**config.mk**
```make
export PLATFORM = sky130hd
export DESIGN_NAME = checksummed_frame_builder_core
export DESIGN_NICKNAME = d
export VERILOG_FILES = /design/src/rtl/cfb_pkg.sv /design/src/rtl/checksummed_frame_builder_core.sv /design/src/rtl/cfb_ram.sv /design/src/rtl/cfb_emit.sv
export VERILOG_INCLUDE_DIRS = /design/src /design/src/rtl
export SDC_FILE = /design/constraint.sdc
export NUM_CORES = 1
export LEC_CHECK = 0
export ABC_CLOCK_PERIOD_IN_PS = 9900
export BUFFER_PORTS_ARGS = -buffer_cell sky130_fd_sc_hd__buf_2
export CORE_ASPECT_RATIO = 1.5
export CORE_UTILIZATION = 45
export CTS_BUF_LIST = sky130_fd_sc_hd__clkbuf_2
export CTS_CLUSTER_DIAMETER = 60
export DETAILED_ROUTE_END_ITERATION = 7
export PLACE_DENSITY = 0.68
export SLEW_MARGIN = 20
export SYNTH_ARGS = -nofsm -noshare
export SYNTH_HDL_FRONTEND = slang
export SYNTH_SLANG_ARGS = --single-unit
```
**constraint.sdc**
```tcl
create_clock -name clk_i -period 9.9 [get_ports clk_i]
set_clock_uncertainty 0.2 [all_clocks]
set_input_delay 0.99 -clock clk_i [delete_from_list [all_inputs] [get_ports clk_i]]
set_output_delay 0.99 -clock clk_i [all_outputs]
set_load 0.02 [all_outputs]
```
**src/rtl/checksummed_frame_builder_core_assert.svh**
```systemverilog
// assertion macros for the frame builder core
`ifndef CHECKSUMMED_FRAME_BUILDER_CORE_ASSERT_SVH
`define CHECKSUMMED_FRAME_BUILDER_CORE_ASSERT_SVH

`ifndef SYNTH
`define CFB_ASSERT_IMP(lbl, ante, cons) \
  lbl: assert property (@(posedge clk_i) disable iff (!rst_ni) (ante) |-> (cons)) \
    else $error("frame builder assertion failed");
`define CFB_ASSERT_NXT(lbl, ante, cons) \
  lbl: assert property (@(posedge clk_i) disable iff (!rst_ni) (ante) |=> (cons)) \
    else $error("frame builder assertion failed");
`else
`define CFB_ASSERT_IMP(lbl, ante, cons)
`define CFB_ASSERT_NXT(lbl, ante, cons)
`endif

`endif

```
**src/rtl/cfb_pkg.sv**
```systemverilog
// shared constants and types for the frame builder
package cfb_pkg;

  localparam int unsigned MAX_PAYLOAD = 59;
  localparam int unsigned HDR_LEN     = 5;
  localparam int unsigned FRAME_ALIGN = 32;
  localparam int unsigned MAX_FRAME   =
      ((HDR_LEN + MAX_PAYLOAD + FRAME_ALIGN - 1) / FRAME_ALIGN) * FRAME_ALIGN;
  localparam int unsigned ALIGN_SH    = $clog2(FRAME_ALIGN);

  localparam int unsigned COUNT_W = $clog2(MAX_PAYLOAD + 1);
  localparam int unsigned ADDR_W  = $clog2(MAX_PAYLOAD);
  localparam int unsigned IDX_W   = $clog2(MAX_FRAME);

  localparam logic [7:0] START_MARK = 8'h21;
  localparam logic [7:0] PAD_CHAR   = 8'h30;

  // header positions
  localparam int unsigned POS_START  = 0;
  localparam int unsigned POS_LEN_LO = 1;
  localparam int unsigned POS_LEN_HI = 2;
  localparam int unsigned POS_CSUM   = 3;
  localparam int unsigned POS_MID    = 4;

  typedef enum logic {
    ST_IDLE,
    ST_EMIT
  } cfb_state_e;

  typedef struct packed {
    logic [COUNT_W-1:0] count;
    logic [7:0]         csum;
    logic [7:0]         mid;
    logic               dropped;
  } cfb_frame_t;

endpackage

```
**src/rtl/checksummed_frame_builder_core.sv**
```systemverilog
// append is registered; the next item is accepted in the following cycle
// send: the sequencer enters its emit state and registers the first byte,
// then one byte per cycle while output is taken; a frame is 32 or 64 bytes
// input stays blocked until the frame sequencer has loaded the last byte
// reset clears count, sum, drop flag and sequencer; payload ram is not cleared
module checksummed_frame_builder_core (
  input  logic       clk_i,
  input  logic       rst_ni,
  input  logic       in_valid_i,
  output logic       in_ready_o,
  input  logic       cmd_i,
  input  logic [7:0] data_byte_i,
  input  logic [7:0] message_id_i,
  output logic       out_valid_o,
  input  logic       out_ready_i,
  output logic [7:0] out_byte_o,
  output logic       frame_last_o,
  output logic       dropped_o
);

  logic [cfb_pkg::COUNT_W-1:0] count_q, count_d;
  logic [7:0]                  sum_q, sum_d;
  logic                        ovf_q, ovf_d;

  logic                        busy;
  logic                        accept;
  logic                        room;
  logic                        we;
  logic                        start;
  cfb_pkg::cfb_frame_t         frame;
  logic                        re;
  logic [cfb_pkg::ADDR_W-1:0]  raddr;
  logic [7:0]                  rdata;

  assign in_ready_o = !busy;
  assign accept     = in_valid_i && in_ready_o;
  assign room       = (count_q < cfb_pkg::COUNT_W'(cfb_pkg::MAX_PAYLOAD));
  assign we         = accept && !cmd_i && room;
  assign start      = accept && cmd_i;

  always_comb begin
    count_d = count_q;
    sum_d   = sum_q;
    ovf_d   = ovf_q;
    if (start) begin
      count_d = '0;
      sum_d   = '0;
      ovf_d   = 1'b0;
    end else if (accept) begin
      if (room) begin
        count_d = count_q + cfb_pkg::COUNT_W'(1);
        sum_d   = sum_q + data_byte_i;
      end else begin
        ovf_d = 1'b1;
      end
    end
    frame.count   = count_q;
    frame.csum    = ~sum_q;
    frame.mid     = message_id_i;
    frame.dropped = ovf_q;
  end

  always_ff @(posedge clk_i or negedge rst_ni) begin
    if (!rst_ni) begin
      count_q <= '0;
      sum_q   <= '0;
      ovf_q   <= 1'b0;
    end else begin
      count_q <= count_d;
      sum_q   <= sum_d;
      ovf_q   <= ovf_d;
    end
  end

  cfb_ram #(
    .WIDTH (8),
    .DEPTH (cfb_pkg::MAX_PAYLOAD)
  ) u_ram (
    .clk_i   (clk_i),
    .we_i    (we),
    .waddr_i (count_q[cfb_pkg::ADDR_W-1:0]),
    .wdata_i (data_byte_i),
    .re_i    (re),
    .raddr_i (raddr),
    .rdata_o (rdata)
  );

  cfb_emit u_emit (
    .clk_i        (clk_i),
    .rst_ni       (rst_ni),
    .start_i      (start),
    .frame_i      (frame),
    .busy_o       (busy),
    .re_o         (re),
    .raddr_o      (raddr),
    .rdata_i      (rdata),
    .out_valid_o  (out_valid_o),
    .out_ready_i  (out_ready_i),
    .out_byte_o   (out_byte_o),
    .frame_last_o (frame_last_o),
    .dropped_o    (dropped_o)
  );

endmodule

```
**src/rtl/cfb_ram.sv**
```systemverilog
// generic simple dual-port ram with registered read
module cfb_ram #(
  parameter int unsigned WIDTH = 8,
  parameter int unsigned DEPTH = 59,
  localparam int unsigned AW   = $clog2(DEPTH)
) (
  input  logic             clk_i,
  input  logic             we_i,
  input  logic [AW-1:0]    waddr_i,
  input  logic [WIDTH-1:0] wdata_i,
  input  logic             re_i,
  input  logic [AW-1:0]    raddr_i,
  output logic [WIDTH-1:0] rdata_o
);

  logic [WIDTH-1:0] mem [DEPTH];
  logic [WIDTH-1:0] rdata_q;

  always_ff @(posedge clk_i) begin
    if (we_i) begin
      mem[waddr_i] <= wdata_i;
    end
    if (re_i) begin
      rdata_q <= mem[raddr_i];
    end
  end

  assign rdata_o = rdata_q;

endmodule

```
**src/rtl/cfb_emit.sv**
```systemverilog
// frame sequencer: walks the frame and prefetches payload from the ram
module cfb_emit (
  input  logic                       clk_i,
  input  logic                       rst_ni,
  input  logic                       start_i,
  input  cfb_pkg::cfb_frame_t        frame_i,
  output logic                       busy_o,
  output logic                       re_o,
  output logic [cfb_pkg::ADDR_W-1:0] raddr_o,
  input  logic [7:0]                 rdata_i,
  output logic                       out_valid_o,
  input  logic                       out_ready_i,
  output logic [7:0]                 out_byte_o,
  output logic                       frame_last_o,
  output logic                       dropped_o
);

  localparam int unsigned IW = cfb_pkg::IDX_W;

  cfb_pkg::cfb_state_e state_q, state_d;
  cfb_pkg::cfb_frame_t info_q;
  logic [IW-1:0]       idx_q, idx_d;
  logic                out_valid_q, out_valid_d;
  logic [7:0]          out_byte_q, out_byte_d;
  logic                out_last_q, out_last_d;
  logic                out_drop_q;

  logic          adv;
  logic          is_last;
  logic [IW:0]   total;
  logic [IW:0]   last_idx;
  logic [IW-1:0] pay_ofs;
  logic [IW-1:0] pre_ofs;
  logic [IW-1:0] cnt_ext;
  logic [7:0]    sel_byte;

  always_ff @(posedge clk_i or negedge rst_ni) begin
    if (!rst_ni) begin
      state_q     <= cfb_pkg::ST_IDLE;
      idx_q       <= '0;
      out_valid_q <= 1'b0;
    end else begin
      state_q     <= state_d;
      idx_q       <= idx_d;
      out_valid_q <= out_valid_d;
    end
  end

  always_ff @(posedge clk_i) begin
    if (start_i) begin
      info_q <= frame_i;
    end
    if (adv) begin
      out_byte_q <= out_byte_d;
      out_last_q <= out_last_d;
      out_drop_q <= info_q.dropped;
    end
  end

  always_comb begin
    cnt_ext  = IW'(info_q.count);
    // frame length rounded up to the alignment
    total    = (((IW+1)'(cfb_pkg::HDR_LEN) + (IW+1)'(info_q.count)
                 + (IW+1)'(cfb_pkg::FRAME_ALIGN - 1)) >> cfb_pkg::ALIGN_SH)
               << cfb_pkg::ALIGN_SH;
    last_idx = total - (IW+1)'(1);
    pay_ofs  = idx_q - IW'(cfb_pkg::HDR_LEN);
    pre_ofs  = idx_q - IW'(cfb_pkg::HDR_LEN - 1);
    adv      = (state_q == cfb_pkg::ST_EMIT) && (!out_valid_q || out_ready_i);
    is_last  = ({1'b0, idx_q} == last_idx);

    case (idx_q)
      IW'(cfb_pkg::POS_START):  sel_byte = cfb_pkg::START_MARK;
      IW'(cfb_pkg::POS_LEN_LO): sel_byte = 8'(info_q.count);
      IW'(cfb_pkg::POS_LEN_HI): sel_byte = 8'h00;
      IW'(cfb_pkg::POS_CSUM):   sel_byte = info_q.csum;
      IW'(cfb_pkg::POS_MID):    sel_byte = info_q.mid;
      default:                  sel_byte = (pay_ofs < cnt_ext) ? rdata_i : cfb_pkg::PAD_CHAR;
    endcase

    // fetch the payload byte for the next position one step ahead
    re_o    = adv && (idx_q >= IW'(cfb_pkg::HDR_LEN - 1)) && (pre_ofs < cnt_ext);
    raddr_o = pre_ofs[cfb_pkg::ADDR_W-1:0];

    out_byte_d  = sel_byte;
    out_last_d  = is_last;
    state_d     = state_q;
    idx_d       = idx_q;
    out_valid_d = out_valid_q;
    if (out_valid_q && out_ready_i) begin
      out_valid_d = 1'b0;
    end

    unique case (state_q)
      cfb_pkg::ST_IDLE: begin
        if (start_i) begin
          state_d = cfb_pkg::ST_EMIT;
          idx_d   = '0;
        end
      end
      cfb_pkg::ST_EMIT: begin
        if (adv) begin
          out_valid_d = 1'b1;
          idx_d       = idx_q + IW'(1);
          if (is_last) begin
            state_d = cfb_pkg::ST_IDLE;
          end
        end
      end
      default: state_d = cfb_pkg::ST_IDLE;
    endcase
  end

  assign busy_o       = (state_q == cfb_pkg::ST_EMIT);
  assign out_valid_o  = out_valid_q;
  assign out_byte_o   = out_byte_q;
  assign frame_last_o = out_last_q;
  assign dropped_o    = out_drop_q;

`include "checksummed_frame_builder_core_assert.svh"

  `CFB_ASSERT_IMP(a_start_idle, start_i, state_q == cfb_pkg::ST_IDLE)
  `CFB_ASSERT_IMP(a_read_in_range, re_o, adv && (pre_ofs < cnt_ext))
  `CFB_ASSERT_NXT(a_last_ends_frame, adv && is_last, state_q == cfb_pkg::ST_IDLE && out_valid_q)
  `CFB_ASSERT_NXT(a_load_sets_valid, adv, out_valid_q)

endmodule
```
==> impl_results.md <==
- Area contributors post-synth: edfxtp_1 (72%), mux4_2 (11%), dfrtp_1 (2.7%)
- Max cap viols: 0
- Worst-case reg-to-reg path depth: 8
- Asr flop ratio synth: 0.0429
- GP Congestion: 0.906
- Commonest non-fill, non-tap cell in the layout: edfxtp_1
- Vias per std cell: 5.76
- Leading area contributor after synthesis: edfxtp_1
- Dpl hpwl: 30,700 um
- Hold path cells: 3
- Vias in the first global route: 11.9k
- Synth cell types: 48
- Setup ws final: 5.42 ns
- CP startpoint kind: register
- RSZ-0062 raised after global routing: false
- Crit path largest cell delay: 0.99 ns
- Synth warnings: 0
- Slowest cell on crit path: ha_2
- Status: finished, final reports clean
- Hold EP: u_emit.out_valid_o$_DFF_PN0_
- Worst setup path class: reg -> reg
- Share of cells above drive strength 1: 0.256
- Crit Reg-Reg Endpoint: u_ram.rdata_o[0]$_DFFE_PP_
- Slew Viols, Final: 0
- Crit path max fanout: 42
- Core footprint: 47,000 um^2
- Die height: 270 um
- Seq cells post-synth: 536
- CTS buffer count: 114
- Fin crit period: 4.48 ns
- Hold_ws: 0.134 ns
- Final setup vio count: 0
- Worst Hold Launch: out_ready_i
- Post-synth EDFFs: 513
- First drt pass iteration count: 6
- Critical Path AT: 5.15 ns
- Global-route wire length before repair: 73,800 um
- Die X: 180 um
- VDD IR max: 0.000127 V
- GRT Util Overall: 0.206
- Area share of the largest cell type after synthesis: 0.717
- Drt total wl: 49,100 um
- Vias post-DR: 11.3k
- Clock sinks: 536
- FMAX: 223 MHz
- Min-Delay Path Class: in -> reg
- Crit path cell chain: inv_1 > ha_2 > inv_1 > nor2_2 > a22oi_1 > a21oi_1 > nor3_1 > a31oi_1
- WL/cell: 25.0 um
- Rel. slew slack: 0.310
- CTS Buffer Depth: 3
- FF-to-FF setup slack: 5.42 ns
- Synthesized area: 21,500 um^2
- # resized after CTS: 0
- Drc violations: 0
- WP data required: 10.56 ns
- Synthesized Nets: 1,215
- Top FF cell, synth: edfxtp_1
- Setup WS pre-CTS: 5.54 ns
- Most frequent CP cell: inv_1
- Largest net degree at the start of global routing: 62
- Reg-to-Reg Start: u_emit.idx_q[2]$_DFFE_PN0P_
- Synthesized instance count: 1,166
- Initial Utilization: 0.457
- Leakage dissipation: 7.78 nW
- H-tree Lvls: 3
- Post-DP Area: 22,300 um^2
- CP Capture Type: register
- DRT antenna net count: 0
- Commonest non-fill, non-tap cells in the layout: edfxtp_1 (513), clkbuf_2 (161), mux4_2 (106), nor2_1 (90), nand2_1 (56)
- Fillers: 3,813
- Final instance area: 23,400 um^2
- # rows: 97
- Clock transition at the registers of the reported paths: 0.12 ns
- Overall power: 0.00605 W
- Fin crit share: 0.453
- Mapped Avg Cell Area: 18.4 um^2
- Io pins: 33
- PD cells: 259 nW/um^2
- Die area: 48,600 um^2
- CTS root buf: clkbuf_2
- Initial antenna violation count: 2
- Clock Latency Late Sink: 1.06 ns
- Slew @ Worst Pin: 1.03 ns
- Final hold violation count: 0
- Setup TNS: 0 ns
- CTS tree: yes
- Register area share after synthesis: 0.744
- Nets: 1,330
- Grt ovf: 0
- Input/output buffers: 32
- DRT iter0 DRCs: 946
- Area grow syn2layout: 8.89%
-- per-layer routing --
metal	global-route usage	part of all wire	up-vias
li1	-	-	4989
met1	0.227	0.36	5775
met2	0.370	0.54	451
met3	0.0436	0.059	116
met4	0.113	0.044	0
met5	0	0	-
-- report_power, final --
group	internal [W]	switching (W)
sequential	0.00261	0.000119
combinational	0.000834	0.00121
clock	0.000468	0.000814
total	0.00391	0.00214
-- Yosys cell counts, types with 11 or more instances --
master    instances
nor2_1           94
o22ai_1          14
mux2i_1          25
clkbuf_1         31
ha_1             27
edfxtp_1        513
a21oi_1          28
nand3_1          24
a22oi_1          27
mux4_2          106
o21ai_0          20
nand2_1          56
inv_1            32
xnor2_1          11
buf_2            13
dfrtp_1          23
-- worst max-delay path by stage --
| stage | depth (start not counted) | from | to | slack, ns |
|---|---|---|---|---|
| finish | 8 | u_emit.idx_q[2]$_DFFE_PN0P_ | u_ram.rdata_o[0]$_DFFE_PP_ | 5.42 |
| global route | 8 | u_emit.idx_q[2]$_DFFE_PN0P_ | u_ram.rdata_o[0]$_DFFE_PP_ | 5.20 |
| CTS | 8 | u_emit.idx_q[2]$_DFFE_PN0P_ | u_ram.rdata_o[0]$_DFFE_PP_ | 5.46 |
| detailed placement | 8 | u_emit.idx_q[2]$_DFFE_PN0P_ | u_ram.rdata_o[0]$_DFFE_PP_ | 5.54 |
| global placement | 8 | u_emit.idx_q[2]$_DFFE_PN0P_ | u_ram.rdata_o[0]$_DFFE_PP_ | 5.24 |
| floorplan | 12 | u_emit.idx_q[0]$_DFFE_PN0P_ | u_emit.out_byte_o[5]$_DFFE_PP_ | 6.39 |
-- cells by family after synthesis --
family                     Yosys count  share of synthesized area
xor gates and xnor gates            17                    0.00693
AOI/OAI and AO/OA                  136                     0.0427
and+or+nand+nor                    218                     0.0447
muxes                              140                      0.127
adders and majority gates           28                     0.0167
buffers and inverters               91                     0.0177
DFF                                536                      0.744
-- state kept, by name, summed over array words and instances, names as in the netlist --
name and count:
u_emit.frame_last_o 1, u_ram.mem 472, u_emit.busy_o 1, count_q 6
u_emit.dropped_o 1, u_emit.out_valid_o 1, u_ram.rdata_o 8, u_emit.cnt_ext 6
u_emit.idx_q 6, sum_q 8, ovf_q 1, u_emit.out_byte_o 8
u_emit.info_q 17
-- critical path: cells and delay by family, from the launching register on --
kind / cells / cell delay, ns
adder cells (fa/ha/maj): 1 / 0.99
buffers and inverters: 2 / 0.94
AO/OA/AOI/OAI: 3 / 0.83
flip-flops: 1 / 0.42
AND/OR/NAND/NOR: 2 / 0.91
-- what timing repair did --
item,4_1_cts,5_1_grt
setup buffers,0,0
hold buffers,9,0
hold endpoints to repair,31,0
-- final cells by class --
class / count / area [um^2] / area share
Multi-Input combinational cell: 539 / 5140 / 0.220
Clock inverter: 44 / 208 / 0.00888
Timing Repair Buffer: 58 / 378 / 0.0162
Clock buffer: 161 / 806 / 0.0344
Sequential cell: 536 / 16000 / 0.683
Inverter: 32 / 120 / 0.00513
Antenna cell: 3 / 7.51 / 0.000321
Tap cell: 594 / 743 / 0.0318
-- metrics by stage --
step / utilization / std cells
after floorplan: - / 1166
after global placement: 0.474 / 1750
after detailed placement: 0.474 / 1750
after CTS: 0.498 / 1964
after global routing: 0.498 / 1967
final: 0.498 / 1967
Power figures use the tool's default switching activity.
